--- src/rtl/core/svclp_pkg.sv ---
// Shared types, character codes and helper functions of the servo command line parser.
// No dependencies; imported by every module of the block.
`timescale 1ns / 1ps

package svclp_pkg;

    // Default number of line buffer slots.
    localparam int LINE_SLOTS_DEF = 5;

    // Character codes.
    localparam logic [7:0] CH_NL    = 8'h0A;
    localparam logic [7:0] CH_CR    = 8'h0D;
    localparam logic [7:0] CH_TAB   = 8'h09;
    localparam logic [7:0] CH_VT    = 8'h0B;
    localparam logic [7:0] CH_FF    = 8'h0C;
    localparam logic [7:0] CH_SPACE = 8'h20;
    localparam logic [7:0] CH_PLUS  = 8'h2B;
    localparam logic [7:0] CH_MINUS = 8'h2D;
    localparam logic [7:0] CH_ZERO  = 8'h30;
    localparam logic [7:0] CH_NINE  = 8'h39;
    localparam logic [7:0] CH_SEL_A = 8'h41;
    localparam logic [7:0] CH_SEL_D = 8'h44;

    // Result of the line parser for the byte under work.
    typedef struct packed {
        logic       hit;    // byte is a newline that completes a valid command
        logic [1:0] sel;    // servo index, 0 = A
        logic [7:0] angle;  // converted angle, modulo 256
    } t_line_res;

    // Whitespace as skipped before the sign.
    function automatic logic is_blank(input logic [7:0] c);
        is_blank = (c == CH_SPACE) || (c == CH_TAB) || (c == CH_VT) ||
                   (c == CH_FF) || (c == CH_NL) || (c == CH_CR);
    endfunction

    // Decimal digit test.
    function automatic logic is_digit(input logic [7:0] c);
        is_digit = (c >= CH_ZERO) && (c <= CH_NINE);
    endfunction

endpackage

--- src/rtl/core/servo_command_line_parser.sv ---
// Channel   | Dir | Payload (tdata, low bit first)
// s_axis    | in  | rx_byte[7:0]
// m_axis    | out | servo_select[1:0], angle[9:2], zero pad[15:10]
//
// Every received byte is held in the input register while the line
// parser works on it; a completed command then goes into the output register.
// One byte is taken per cycle; only a newline that completes a valid command
// and meets the single output register full and stalled holds the input side.
// Synchronous active-low reset clears the line position and both valid flags.
// Depends on svclp_pkg and svclp_line_parser.
`timescale 1ns / 1ps

module servo_command_line_parser
    import svclp_pkg::*;
#(
    parameter int LINE_SLOTS = LINE_SLOTS_DEF
) (
    input  logic        i_clk,
    input  logic        i_rst_n,
    input  logic        s_axis_tvalid,
    output logic        s_axis_tready,
    input  logic [7:0]  s_axis_tdata,   // [7:0] rx_byte
    output logic        m_axis_tvalid,
    input  logic        m_axis_tready,
    output logic [15:0] m_axis_tdata    // [1:0] servo_select, [9:2] angle, [15:10] zero
);

    logic       r_in_valid;
    logic [7:0] r_in_byte;
    logic       r_out_valid;
    logic [1:0] r_out_sel;
    logic [7:0] r_out_angle;

    t_line_res res;
    logic      advance;

    // Line state and number conversion.
    svclp_line_parser #(
        .LINE_SLOTS (LINE_SLOTS)
    ) u_line (
        .i_clk   (i_clk),
        .i_rst_n (i_rst_n),
        .i_step  (advance),
        .i_byte  (r_in_byte),
        .o_res   (res)
    );

    // The held byte moves on unless it carries a result into a stalled output.
    assign advance       = r_in_valid && (!res.hit || !r_out_valid || m_axis_tready);
    assign s_axis_tready = !r_in_valid || advance;

    // Input register.
    always_ff @(posedge i_clk) begin
        if (!i_rst_n) begin
            r_in_valid <= 1'b0;
        end else if (s_axis_tready) begin
            r_in_valid <= s_axis_tvalid;
        end
        if (s_axis_tready) begin
            r_in_byte <= s_axis_tdata;
        end
    end

    // Output register.
    always_ff @(posedge i_clk) begin
        if (!i_rst_n) begin
            r_out_valid <= 1'b0;
        end else if (advance && res.hit) begin
            r_out_valid <= 1'b1;
        end else if (m_axis_tready) begin
            r_out_valid <= 1'b0;
        end
        if (advance && res.hit) begin
            r_out_sel   <= res.sel;
            r_out_angle <= res.angle;
        end
    end

    assign m_axis_tvalid = r_out_valid;
    assign m_axis_tdata  = {6'b000000, r_out_angle, r_out_sel};

endmodule

--- src/rtl/core/svclp_line_parser.sv ---
// Line state of the servo command parser: write position, selector byte and a
// running number conversion updated one byte at a time. Depends on svclp_pkg.
`timescale 1ns / 1ps

module svclp_line_parser
    import svclp_pkg::*;
#(
    parameter int LINE_SLOTS = LINE_SLOTS_DEF
) (
    input  logic       i_clk,
    input  logic       i_rst_n,
    input  logic       i_step,      // consume i_byte this cycle
    input  logic [7:0] i_byte,
    output t_line_res  o_res        // outcome of i_byte against the current line
);

    localparam int WP_W = $clog2(LINE_SLOTS);

    // Phase of the number conversion over slots 1 and up.
    typedef enum logic [1:0] {
        PH_BLANK,
        PH_DIGITS,
        PH_DONE
    } t_num_phase;

    logic [WP_W-1:0] r_wp, n_wp;
    logic [7:0]      r_sel, n_sel;
    t_num_phase      r_phase, n_phase;
    logic            r_neg, n_neg;
    logic [7:0]      r_acc, n_acc;

    logic [7:0] digit_val;
    logic [7:0] acc_x10;
    logic       sel_ok;

    assign digit_val = i_byte - CH_ZERO;
    assign acc_x10   = {r_acc[4:0], 3'b000} + {r_acc[6:0], 1'b0};
    assign sel_ok    = (r_sel >= CH_SEL_A) && (r_sel <= CH_SEL_D);

    // A newline closes a non-empty line; the selector must name a servo.
    always_comb begin
        o_res.hit   = (i_byte == CH_NL) && (r_wp != '0) && sel_ok;
        o_res.sel   = 2'(r_sel - CH_SEL_A);
        o_res.angle = r_neg ? 8'(8'd0 - r_acc) : r_acc;
    end

    // Next line state for the byte under work.
    always_comb begin
        n_wp    = r_wp;
        n_sel   = r_sel;
        n_phase = r_phase;
        n_neg   = r_neg;
        n_acc   = r_acc;
        if (i_byte == CH_CR) begin
            // Carriage returns leave the line untouched.
        end else if (i_byte == CH_NL) begin
            n_wp = '0;
        end else begin
            // Advance the write position with wrap at the last slot.
            if (r_wp == WP_W'(LINE_SLOTS - 1)) begin
                n_wp = '0;
            end else begin
                n_wp = r_wp + 1'b1;
            end
            if (r_wp == '0) begin
                // Slot 0 starts a fresh line and holds the selector.
                n_sel   = i_byte;
                n_phase = PH_BLANK;
                n_neg   = 1'b0;
                n_acc   = '0;
            end else begin
                case (r_phase)
                    PH_BLANK: begin
                        if (is_blank(i_byte)) begin
                            n_phase = PH_BLANK;
                        end else if (i_byte == CH_PLUS || i_byte == CH_MINUS) begin
                            n_neg   = (i_byte == CH_MINUS);
                            n_phase = PH_DIGITS;
                        end else if (is_digit(i_byte)) begin
                            n_acc   = digit_val;
                            n_phase = PH_DIGITS;
                        end else begin
                            n_phase = PH_DONE;
                        end
                    end
                    PH_DIGITS: begin
                        if (is_digit(i_byte)) begin
                            n_acc = acc_x10 + digit_val;
                        end else begin
                            n_phase = PH_DONE;
                        end
                    end
                    default: begin
                        n_phase = PH_DONE;
                    end
                endcase
            end
        end
    end

    // Line state registers; the selector and number payload need no reset.
    always_ff @(posedge i_clk) begin
        if (!i_rst_n) begin
            r_wp    <= '0;
            r_phase <= PH_BLANK;
        end else if (i_step) begin
            r_wp    <= n_wp;
            r_phase <= n_phase;
        end
        if (i_step) begin
            r_sel <= n_sel;
            r_neg <= n_neg;
            r_acc <= n_acc;
        end
    end

endmodule

--- config.mk ---
export PLATFORM = sky130hd
export DESIGN_NAME = servo_command_line_parser
export DESIGN_NICKNAME = d
export VERILOG_FILES = /design/src/rtl/core/svclp_pkg.sv /design/src/rtl/core/servo_command_line_parser.sv /design/src/rtl/core/svclp_line_parser.sv
export SDC_FILE = /design/constraint.sdc
export NUM_CORES = 1
export LEC_CHECK = 0
export ABC_AREA = 1
export BUFFER_PORTS_ARGS = -buffer_cell sky130_fd_sc_hd__buf_2
export CORE_MARGIN = 1
export CORE_UTILIZATION = 53
export CTS_CLUSTER_SIZE = 20
export DETAILED_ROUTE_END_ITERATION = 10
export HOLD_SLACK_MARGIN = 0.02
export PLACE_DENSITY = 0.83
export SYNTH_ARGS = -nofsm -noshare
export SYNTH_HDL_FRONTEND = slang
export SYNTH_SLANG_ARGS = --single-unit
--- constraint.sdc ---
create_clock -name i_clk -period 2.65 [get_ports i_clk]
set_input_delay 0.265 -clock i_clk [delete_from_list [all_inputs] [get_ports i_clk]]
set_output_delay 0.265 -clock i_clk [all_outputs]
set_load 0.05 [all_outputs]
; Yosys cells after proc, flatten, opt, wreduce, memory -nomap -nowiden
; Index checks and enable logic that the tools add are counted.
[op_classes]
n_eq_ne = 16
order_cmp = 4
mux = 19
addsub = 6
reduce_logical = 30
bitwise_logic = 2
[ops]
columns = cell, n
row1 = "8-bit by 4-bit == test with 1-bit output, second input constant", 5
row2 = 8-bit 2-to-1 mux, 5
row3 = "8-bit by 6-bit == test with 1-bit output, second input constant", 3
row4 = 8-bit adder, 2
row5 = 8-bit case mux with 2 select lines, 1
row6 = 2-bit 2-to-1 mux, 5
row7 = 1-bit logical OR, 9
row8 = "3-bit by 2-bit != test with 1-bit output, second input constant", 3
row9 = "8-bit by 6-bit >= comparator with 1-bit output, second input constant", 1
row10 = "8-bit by 7-bit >= comparator with 1-bit output, second input constant", 1
row11 = "8-bit by 6-bit less-or-equal comparator with 1-bit output, second input constant", 1
row12 = "8-bit by 7-bit less-or-equal comparator with 1-bit output, second input constant", 1
row13 = 4-bit AND reduction, 2
row14 = 8-bit AND reduction, 1
row15 = "1-bit by 8-bit subtractor with 8-bit output, first input constant", 1
row16 = "8-bit by 6-bit subtractor with 8-bit output, second input constant", 1
row17 = 1-bit logical AND, 6
row18 = 3-bit 2-to-1 mux, 2
row19 = "3-bit by 1-bit != test with 1-bit output, second input constant", 2
row20 = 6-bit AND reduction, 1
row21 = 2-bit nonzero test, 3
row22 = 3-bit nonzero test, 2
row23 = 1-bit 2-to-1 mux, 5
row24 = 2-bit case mux with 2 select lines, 1
row25 = 10 further kinds, 13
[totals]
in_bits = 12
ff_bits = 42
output_inout_bits = 18
elab_cells = 87

; Longest topological paths before layout
; Gate-level depths: netlist of run 1.
[logic_depth]
depth_word = 9
mapped_depth = 16
depth_no_buf = 16

; Hierarchy
; Synthesis of run 1 repeated with hierarchy kept, for this count alone.
[hier_totals]
cells_unflattened = 266
area_unflattened_um2 = 2528.7
[by_module_without_submodules]
columns = module, n_inst, seq_area_each_um2, cells_each, area_each_um2
row1 = svclp_line_parser, 1, 610.6, 225, 1828.0
row2 = servo_command_line_parser, 1, 580.6, 41, 700.7

; Worst setup path after synthesis of run 1
; No wires, ideal clock.
[synth_path]
path_type = reg2reg
startpoint = reg r_in_byte[4]
endpoint = reg u_line.r_acc[7], data pin
n_path_buf = 0
arrival_ns = 2.230
t_required_ns = 2.398
setup_slack_ns = 0.168
setup_time_ns = 0.252
period_less_slack_ns = 2.482
path_stages_with_launch = 16
path_cell_list = edfxtp_1 ha_1 xor2_1 fa_1 inv_1 ha_1 nand2_1 inv_1 nand2_1 and2_1 nand2_1 nand2_1 nand3_1 nand2_1 nand2_1 nor2_1
[synth_via]
elab_chain_len = 5
elab_cells_between_ends = 7
classes_between = add/sub (2) / mux (5)
[synth_rtl]
columns = item, line_no
row1 = from (decl), servo_command_line_parser.sv:29  ; logic [7:0] r_in_byte;
row2 = from (signal assigned), servo_command_line_parser.sv:60  ; r_in_byte <= s_axis_tdata;
row3 = 8-bit by 6-bit subtractor with 8-bit output (*), svclp_line_parser.sv:36  ; assign digit_val = i_byte - CH_ZERO;
row4 = branches (longest 3 deep; another with 8-bit adder), -
row5 = 8-bit case mux with 2 select lines (*), svclp_line_parser.sv:72  ; case (r_phase)
row6 = to (signal assigned), svclp_line_parser.sv:113  ; r_acc <= n_acc;
row7 = to (decl), svclp_line_parser.sv:30  ; logic [7:0] r_acc, n_acc;
; Mark *: on every way between the ends. The select of a mux whose other input is x is not followed.
; A chain may end at the register's enable or synchronous reset.

; Worst setup path after layout of run 1
; Same ends and word-level chain as after synthesis.

==> reports/summary.log, run 1 <==
qor: setup_path.path_class reg -> reg
qor: setup_path.cp_data_arrival_time 2.65 ns
qor: final_layout.layout-drive-gt1-share 0.2547
qor: power_and_ir_drop.leakage 0.001361 uW
qor: clock_network.clk_pin_slew_worst_paths 0.07 ns
qor: power_and_ir_drop.combinationalPowerShare 0.210
qor: final_layout.finish.utilization 0.6403
qor: power_and_ir_drop.power.density 530.2 nW/um2
qor: timing.max_freq 0.3854 GHz
qor: global_routing.grtUsageTotal 0.2142
qor: timing.rsz0062_at_grt true
qor: global_routing.use_met1 0.2591
qor: clock_network.root_buffer sky130_fd_sc_hd__clkbuf_8
qor: synthesis.synth_seq_cells 42
qor: clock_network.tritoncts done
qor: drt.detail-route-antenna-nets 0
qor: power_and_ir_drop.highest_ir_drop_seen_on_vdd 0.3599 mV
qor: timing.layout_worst_path_cycle_share 0.9791
qor: power_and_ir_drop.p_int 1162 uW
qor: synthesis.post_synth.cell_area_avg 9.247 um2
qor: floorplan.starting_density_of_the_core 0.5499
qor: final_layout.layout.nets 350
qor: setup_path.critical-path-max-stage-delay 0.51 ns
qor: min_path.hp-class in -> reg
qor: floorplan.dieHeight 71.77 um
qor: clock_network.cts-buffers-inserted 5
qor: run_status.outcome finished, final reports clean
qor: global_routing.global_route.usage.met3 0.04079
qor: power_and_ir_drop.power.switching_fraction 0.2705
qor: setup_path.critical_path.max_fanout 4
qor: drt.post_drt_wl_per_cell 14.01 um
qor: clock_network.cts_num_sinks 42
qor: drt.drc 0
qor: global_routing.grt_most_used_layer met2
qor: placement.port_buffer_count 23
qor: power_and_ir_drop.finalPower 1593 uW
qor: global_routing.grt_start_max_net_pins 13
qor: synthesis.yosys-top-cells-area sky130_fd_sc_hd__edfxtp_1 41%, sky130_fd_sc_hd__ha_1 7.8%, sky130_fd_sc_hd__inv_1 7.0%
qor: global_routing.overflow 0
qor: setup_path.endpoint_kind register
qor: synthesis.yosys.cell_types.count 32
qor: power_and_ir_drop.power_frac_clock 0.308
qor: synthesis.yosysTopAreaCellShare 0.4074
qor: floorplan.fp.dieArea 5151 um2
qor: placement.dpl_cell_area 2776 um2
qor: setup_path.critPathBufInv 2
qor: timing.timing_max_transition_violations_final 0
qor: synthesis.yosysTopAreaCell sky130_fd_sc_hd__edfxtp_1
qor: final_layout.antennaDiodeCount 0
qor: global_routing.grt_antenna_before_repair 0
qor: synthesis.post_synth_most_frequent_cells 48 x sky130_fd_sc_hd__inv_1, 47 x sky130_fd_sc_hd__nand2_1, 35 x sky130_fd_sc_hd__edfxtp_1, 22 x sky130_fd_sc_hd__nor2_1, 16 x sky130_fd_sc_hd__ha_1
qor: floorplan.dieWidth 71.77 um
qor: timing.hold-worst-slack 0.1409 ns
qor: floorplan.ioPinCount 30
qor: setup_path.crit_chain ha_4, xor2_2, fa_1, inv_2, ha_4, nand2_1, inv_2, nand2_1, and2_4, nand2_1, nand2_2, nand3_2, nand2_2, nand2_1, nor2_1
qor: final_layout.area_growth_syn_to_layout 16.44%
qor: timing.final_hold_violating_endpoints 0
qor: clock_network.clk_latency 0.29 ns
qor: final_layout.layoutNonFillerInstCount 372
qor: power_and_ir_drop.seqPwrFrac 0.482
qor: placement.routability_congestion 1.025
qor: placement.dp_cells 360
qor: synthesis.synth_ff_type sky130_fd_sc_hd__edfxtp_1
qor: power_and_ir_drop.switchingPower 430.8 uW
qor: synthesis.synth.yosys.seq_area_share 0.4617
qor: timing.fin_skew 0.004566 ns
qor: placement.place.detailed.hpwl 3851 um
qor: clock_network.cts.htree.levels 2
qor: timing.setup_viol 0
qor: drt.route.final.wire_length 5211 um
qor: synthesis.ys_warn_count 0
qor: final_layout.final_area 3004 um2
qor: drt.drtPass1Iterations 5
qor: drt.dr_total_vias 1,955
qor: clock_network.max-clock-path-buffers 2
qor: synthesis.number_of_synthesized_flops_with_an_enable_pin 35
qor: global_routing.first_pass_grt_wire_length 8307 um
qor: synthesis.post-synth-top-count-cell sky130_fd_sc_hd__inv_1
qor: floorplan.core_area 4692 um2
qor: setup_path.timing.critical_path.required 2.70 ns
qor: setup_path.cp-start-kind register
qor: drt.detailedRoute.firstIterationViolations 155
qor: global_routing.first_global_vias 1,812
qor: setup_path.cp_common_cell sky130_fd_sc_hd__nand2_1
qor: run.max-cap-violations 0
qor: global_routing.global_route.usage.met2 0.3679
qor: drt.post_drt_via_cell_ratio 5.255
qor: timing.finalCriticalPeriod 2.594 ns
qor: floorplan.rows 25
qor: synthesis.synthesis.area 2580 um2
qor: synthesis.synth_cells 279
qor: setup_path.cpLargestDelayFamily adder cells
qor: setup_path.cp_slowest_cell sky130_fd_sc_hd__fa_1
qor: synthesis.ys_async_sr_fraction 0
sequential cells by signal, summed over array words and instances (netlist names), 2 cells and up:
name,flops
r_in_byte,8
r_out_angle,8
u_line.r_acc,8
u_line.r_sel,8
u_line.r_wp,3
r_out_sel,2
u_line.r_phase,2
worst paths after layout:
path                                      start              end  slack, ns  cells past startpoint
worst min register to register   u_line.r_wp[2]   u_line.r_wp[2]       0.53                      2
worst max-delay path               r_in_byte[4]  u_line.r_acc[7]       0.06                     15
worst max register to register     r_in_byte[4]  u_line.r_acc[7]       0.06                     15
worst min-delay path            s_axis_tdata[6]     r_in_byte[6]       0.14                      1
metal layers:
layer / share of wire / vias to the layer above
met5: 0 / -
met4: 0.022 / 0
met3: 0.040 / 10
met2: 0.51 / 48
met1: 0.42 / 930
li1: - / 967
cells by family after synthesis:
family / Yosys count / synth area share
AND/OR/NAND/NOR: 113 / 0.2192
buffers and inverters: 62 / 0.1009
flip-flops: 42 / 0.4617
AO/OA/AOI/OAI: 29 / 0.06305
adder cells (fa/ha/maj): 21 / 0.1164
XOR/XNOR: 11 / 0.03735
other: 1 / 0.001454
power by group through the flow:
stage                     logic (uW)  clock network, uW  registers, uW
after global placement           266                  0            780
after global routing             373                524            770
after detailed placement         272                  0            781
after CTS                        278                501            766
after floorplan                  219                  0            775
final                            334                491            768
cell usage in the layout (no fill, tap or decap), drive strengths merged:
master,instances
inv,54
nor2,27
o21ai,13
ha,16
edfxtp,35
xor2,8
conb,6
buf,34
or2,2
nand3,14
bufinv,1
nand3b,1
a21oi,11
and2,1
nand4,12
o21bai,2
xnor2,3
fa,5
clkbuf,7
nor3,2
dfxtp,7
a31oi,2
o211ai,1
nand2,54
final cells by class:
type	instances	area, um2
fill	366	1688
inverter	54	202.7
sequential	42	1191
multi-input combinational	180	1235
clock buffer	7	76.32
clock inverter	1	30.03
tap	54	67.56
timing repair buffer	34	201.4
stage by stage:
| step | setup WS, ns | TNS (ns) |
|---|---|---|
| 5_1_grt | -0.07884 | -0.09710 |
| 4_1_cts | 0.02726 | 0 |
| 3_5_place_dp | 0.02777 | 0 |
| 3_3_place_gp | 0.1265 | 0 |
| 2_1_floorplan | 0.1679 | 0 |
| 6_report | 0.05551 | 0 |
repair_timing:
item,CTS,global route
pin swaps,0,4
gates resized for setup,1,17
hold buffers,0,0
buffers inserted,1,3
setup endpoints to repair,1,3
gates cloned,0,0
Power figures use the tool's default switching activity.
==> run 2, diff against run 1 <==
GPL_TIMING_DRIVEN = 0   (was default)
==> reports/summary.log, run 2 (synthesis gave the netlist of run 1 again) <==
qor: run_status.outcome finished, final reports clean
qor: setup_path.endpoint_kind register
qor: global_routing.overflow 0 [unchanged]
qor: clock_network.tritoncts done
qor: global_routing.first_global_vias 1,887 [+4.1%]
qor: clock_network.cts.htree.levels 2 [unchanged]
qor: setup_path.cpLargestDelayFamily adder cells
qor: clock_network.cts_num_sinks 42 [unchanged]
qor: timing.layout_worst_path_cycle_share 0.9861 [+0.007021]
qor: setup_path.critical_path.max_fanout 4 [unchanged]
qor: setup_path.cp_common_cell sky130_fd_sc_hd__nand2_1
qor: final_layout.commonest_non_fill_non_tap_cells_in_the_layout 46 x sky130_fd_sc_hd__inv_1, 46 x sky130_fd_sc_hd__nand2_1, 35 x sky130_fd_sc_hd__edfxtp_1, 24 x sky130_fd_sc_hd__buf_2, 22 x sky130_fd_sc_hd__nor2_1
qor: final_layout.layout.nets 358 [+2.3%]
qor: power_and_ir_drop.seqPwrFrac 0.452 [-0.030]
qor: timing.final_hold_violating_endpoints 0 [unchanged]
qor: floorplan.core_area 4692 um2 [unchanged]
qor: drt.post_drt_wl_per_cell 13.54 um [-3.3%]
qor: setup_path.cp_data_arrival_time 2.68 ns [+0.03 ns]
qor: power_and_ir_drop.power.density 556.3 nW/um2 [+4.9%]
qor: power_and_ir_drop.switchingPower 440.8 uW [+2.3%]
qor: timing.timing_max_transition_violations_final 0 [unchanged]
qor: timing.maxSlewHeadroom 0.5414
qor: power_and_ir_drop.combinationalPowerShare 0.195 [-0.015]
qor: placement.dpl_cell_area 2781 um2 [+0.18%]
qor: global_routing.first_pass_grt_wire_length 8031 um [-3.3%]
qor: setup_path.cp_slowest_cell sky130_fd_sc_hd__fa_1
qor: clock_network.cts-buffers-inserted 5 [unchanged]
qor: floorplan.rows 25 [unchanged]
qor: min_path.hp-class in -> reg
qor: timing.max_freq 0.3827 GHz [-0.71%]
qor: final_layout.layoutNonFillerInstCount 380 [+2.2%]
qor: global_routing.grt_antenna_before_repair 0 [unchanged]
qor: timing.worst-slew-pin-transition 0.6853 ns
qor: setup_path.crit_chain ha_2, xor2_2, fa_1, inv_2, ha_4, nand2_1, inv_1, nand2_1, and2_4, nand2_2, nand2_1, nand3_1, nand2_1, nand2_1, nor2_1
qor: floorplan.dieHeight 71.77 um [unchanged]
qor: floorplan.dieWidth 71.77 um [unchanged]
qor: drt.drtPass1Iterations 4 [-1]
qor: power_and_ir_drop.finalPower 1698 uW [+6.6%]
qor: drt.post_drt_via_cell_ratio 5.237 [-0.35%]
qor: global_routing.grtUsageTotal 0.2037 [-0.01054]
qor: clock_network.max-clock-path-buffers 2 [unchanged]
qor: power_and_ir_drop.power_frac_clock 0.353 [+0.045]
qor: power_and_ir_drop.power.switching_fraction 0.2595 [-0.01091]
qor: clock_network.root_buffer sky130_fd_sc_hd__clkbuf_8
qor: placement.port_buffer_count 23 [unchanged]
qor: floorplan.fp.dieArea 5151 um2 [unchanged]
qor: drt.detail-route-antenna-nets 0 [unchanged]
qor: drt.dr_total_vias 1,990 [+1.8%]
qor: setup_path.path_class reg -> reg
qor: power_and_ir_drop.highest_ir_drop_seen_on_vdd 0.4090 mV [+14%]
qor: timing.fin_skew 0.01049 ns [+0.005925 ns]
qor: run.max-cap-violations 0 [unchanged]
qor: placement.routability_congestion 0.9039 [-12%]
qor: final_layout.antennaDiodeCount 0 [unchanged]
qor: drt.drc 0 [unchanged]
qor: clock_network.hold_buffers 0 [unchanged]
qor: timing.setup_viol 0 [unchanged]
qor: placement.dp_cells 361 [+0.28%]
qor: setup_path.cp-start-kind register
qor: clock_network.clk_pin_slew_worst_paths 0.09 ns [+0.02 ns]
qor: floorplan.starting_density_of_the_core 0.5499 [unchanged]
qor: final_layout.final_area 3053 um2 [+1.6%]
qor: setup_path.timing.critical_path.required 2.72 ns [+0.02 ns]
qor: power_and_ir_drop.leakage 0.001412 uW [+3.7%]
qor: drt.route.final.wire_length 5145 um [-1.3%]
qor: final_layout.layout-drive-gt1-share 0.2607 [+0.006019]
qor: floorplan.ioPinCount 30 [unchanged]
qor: placement.place.detailed.hpwl 3563 um [-7.5%]
qor: setup_path.critPathBufInv 2 [unchanged]
qor: power_and_ir_drop.p_int 1258 uW [+8.2%]
qor: clock_network.clk_latency 0.30 ns [about the same]
qor: timing.finalCriticalPeriod 2.613 ns [+0.01861 ns]
qor: drt.detailedRoute.firstIterationViolations 109 [-30%]
qor: setup_path.critical-path-max-stage-delay 0.51 ns [about the same]
qor: global_routing.grt_start_max_net_pins 14 [+1]
qor: timing.tns 0 ns [unchanged]
qor: final_layout.area_growth_syn_to_layout 18.33%
run 2: cell types whose count changed in the layout (fill, tap and decap cells not counted), sizes merged:
cell	before	now
clkbuf	7	5
clkinv	0	1
buf	34	42
bufinv	1	2
run 2: through the flow:
stage,utilization,setup WS [ns],hold slack (ns)
after floorplan,-,0.1679,0.3626
after global placement,0.5928,-0.04322,0.4424
after detailed placement,0.5928,-0.04731,0.4433
after CTS,0.6315,0.02005,0.1418
after global routing,0.6507,-0.05266,0.1320
final,0.6507,0.03691,0.1388
run 2: layout make-up:
cell class / instances / area [um2]
timing repair buffer: 34 / 197.7
tap: 54 / 67.56
clock inverter: 3 / 63.81
sequential: 42 / 1191
multi-input combinational: 180 / 1204
fill: 353 / 1639
inverter: 54 / 202.7
buffer: 8 / 57.56
clock buffer: 5 / 68.82
run 2: power by group through the flow:
stage                     sequential, uW  combinational [uW]  clock [uW]
after floorplan                      775                 219           0
after global placement               781                 259           0
after detailed placement             782                 271           0
after CTS                            767                 292         599
after global routing                 770                 367         624
final                                767                 331         600
run 2: worst paths after layout:
kind	startpoint	end	slack (ns)	depth (start not counted)
setup / recovery	r_in_byte[4]	u_line.r_acc[7]	0.04	15
hold / removal	s_axis_tdata[2]	r_in_byte[2]	0.14	1
setup reg to reg	r_in_byte[4]	u_line.r_acc[7]	0.04	15
hold reg to reg	r_in_byte[7]	u_line.r_sel[7]	0.51	0
run 2: timing repair:
| item | in CTS | in global routing |
|---|---|---|
| setup endpoints to repair | 2 | 3 |
| buffers inserted | 3 | 8 |
| hold endpoints to repair | 0 | 0 |
| pin swaps | 1 | 3 |
| resized for setup | 4 | 6 |
run 2: metal layers:
metal  GRT usage  vias to the layer above  part of all wire
met5           0                        -                 0
met4     0.08715                        0             0.025
met2      0.3679                       63              0.52
li1            -                      986                 -
met3     0.05063                       13             0.060
met1      0.2273                      928              0.40
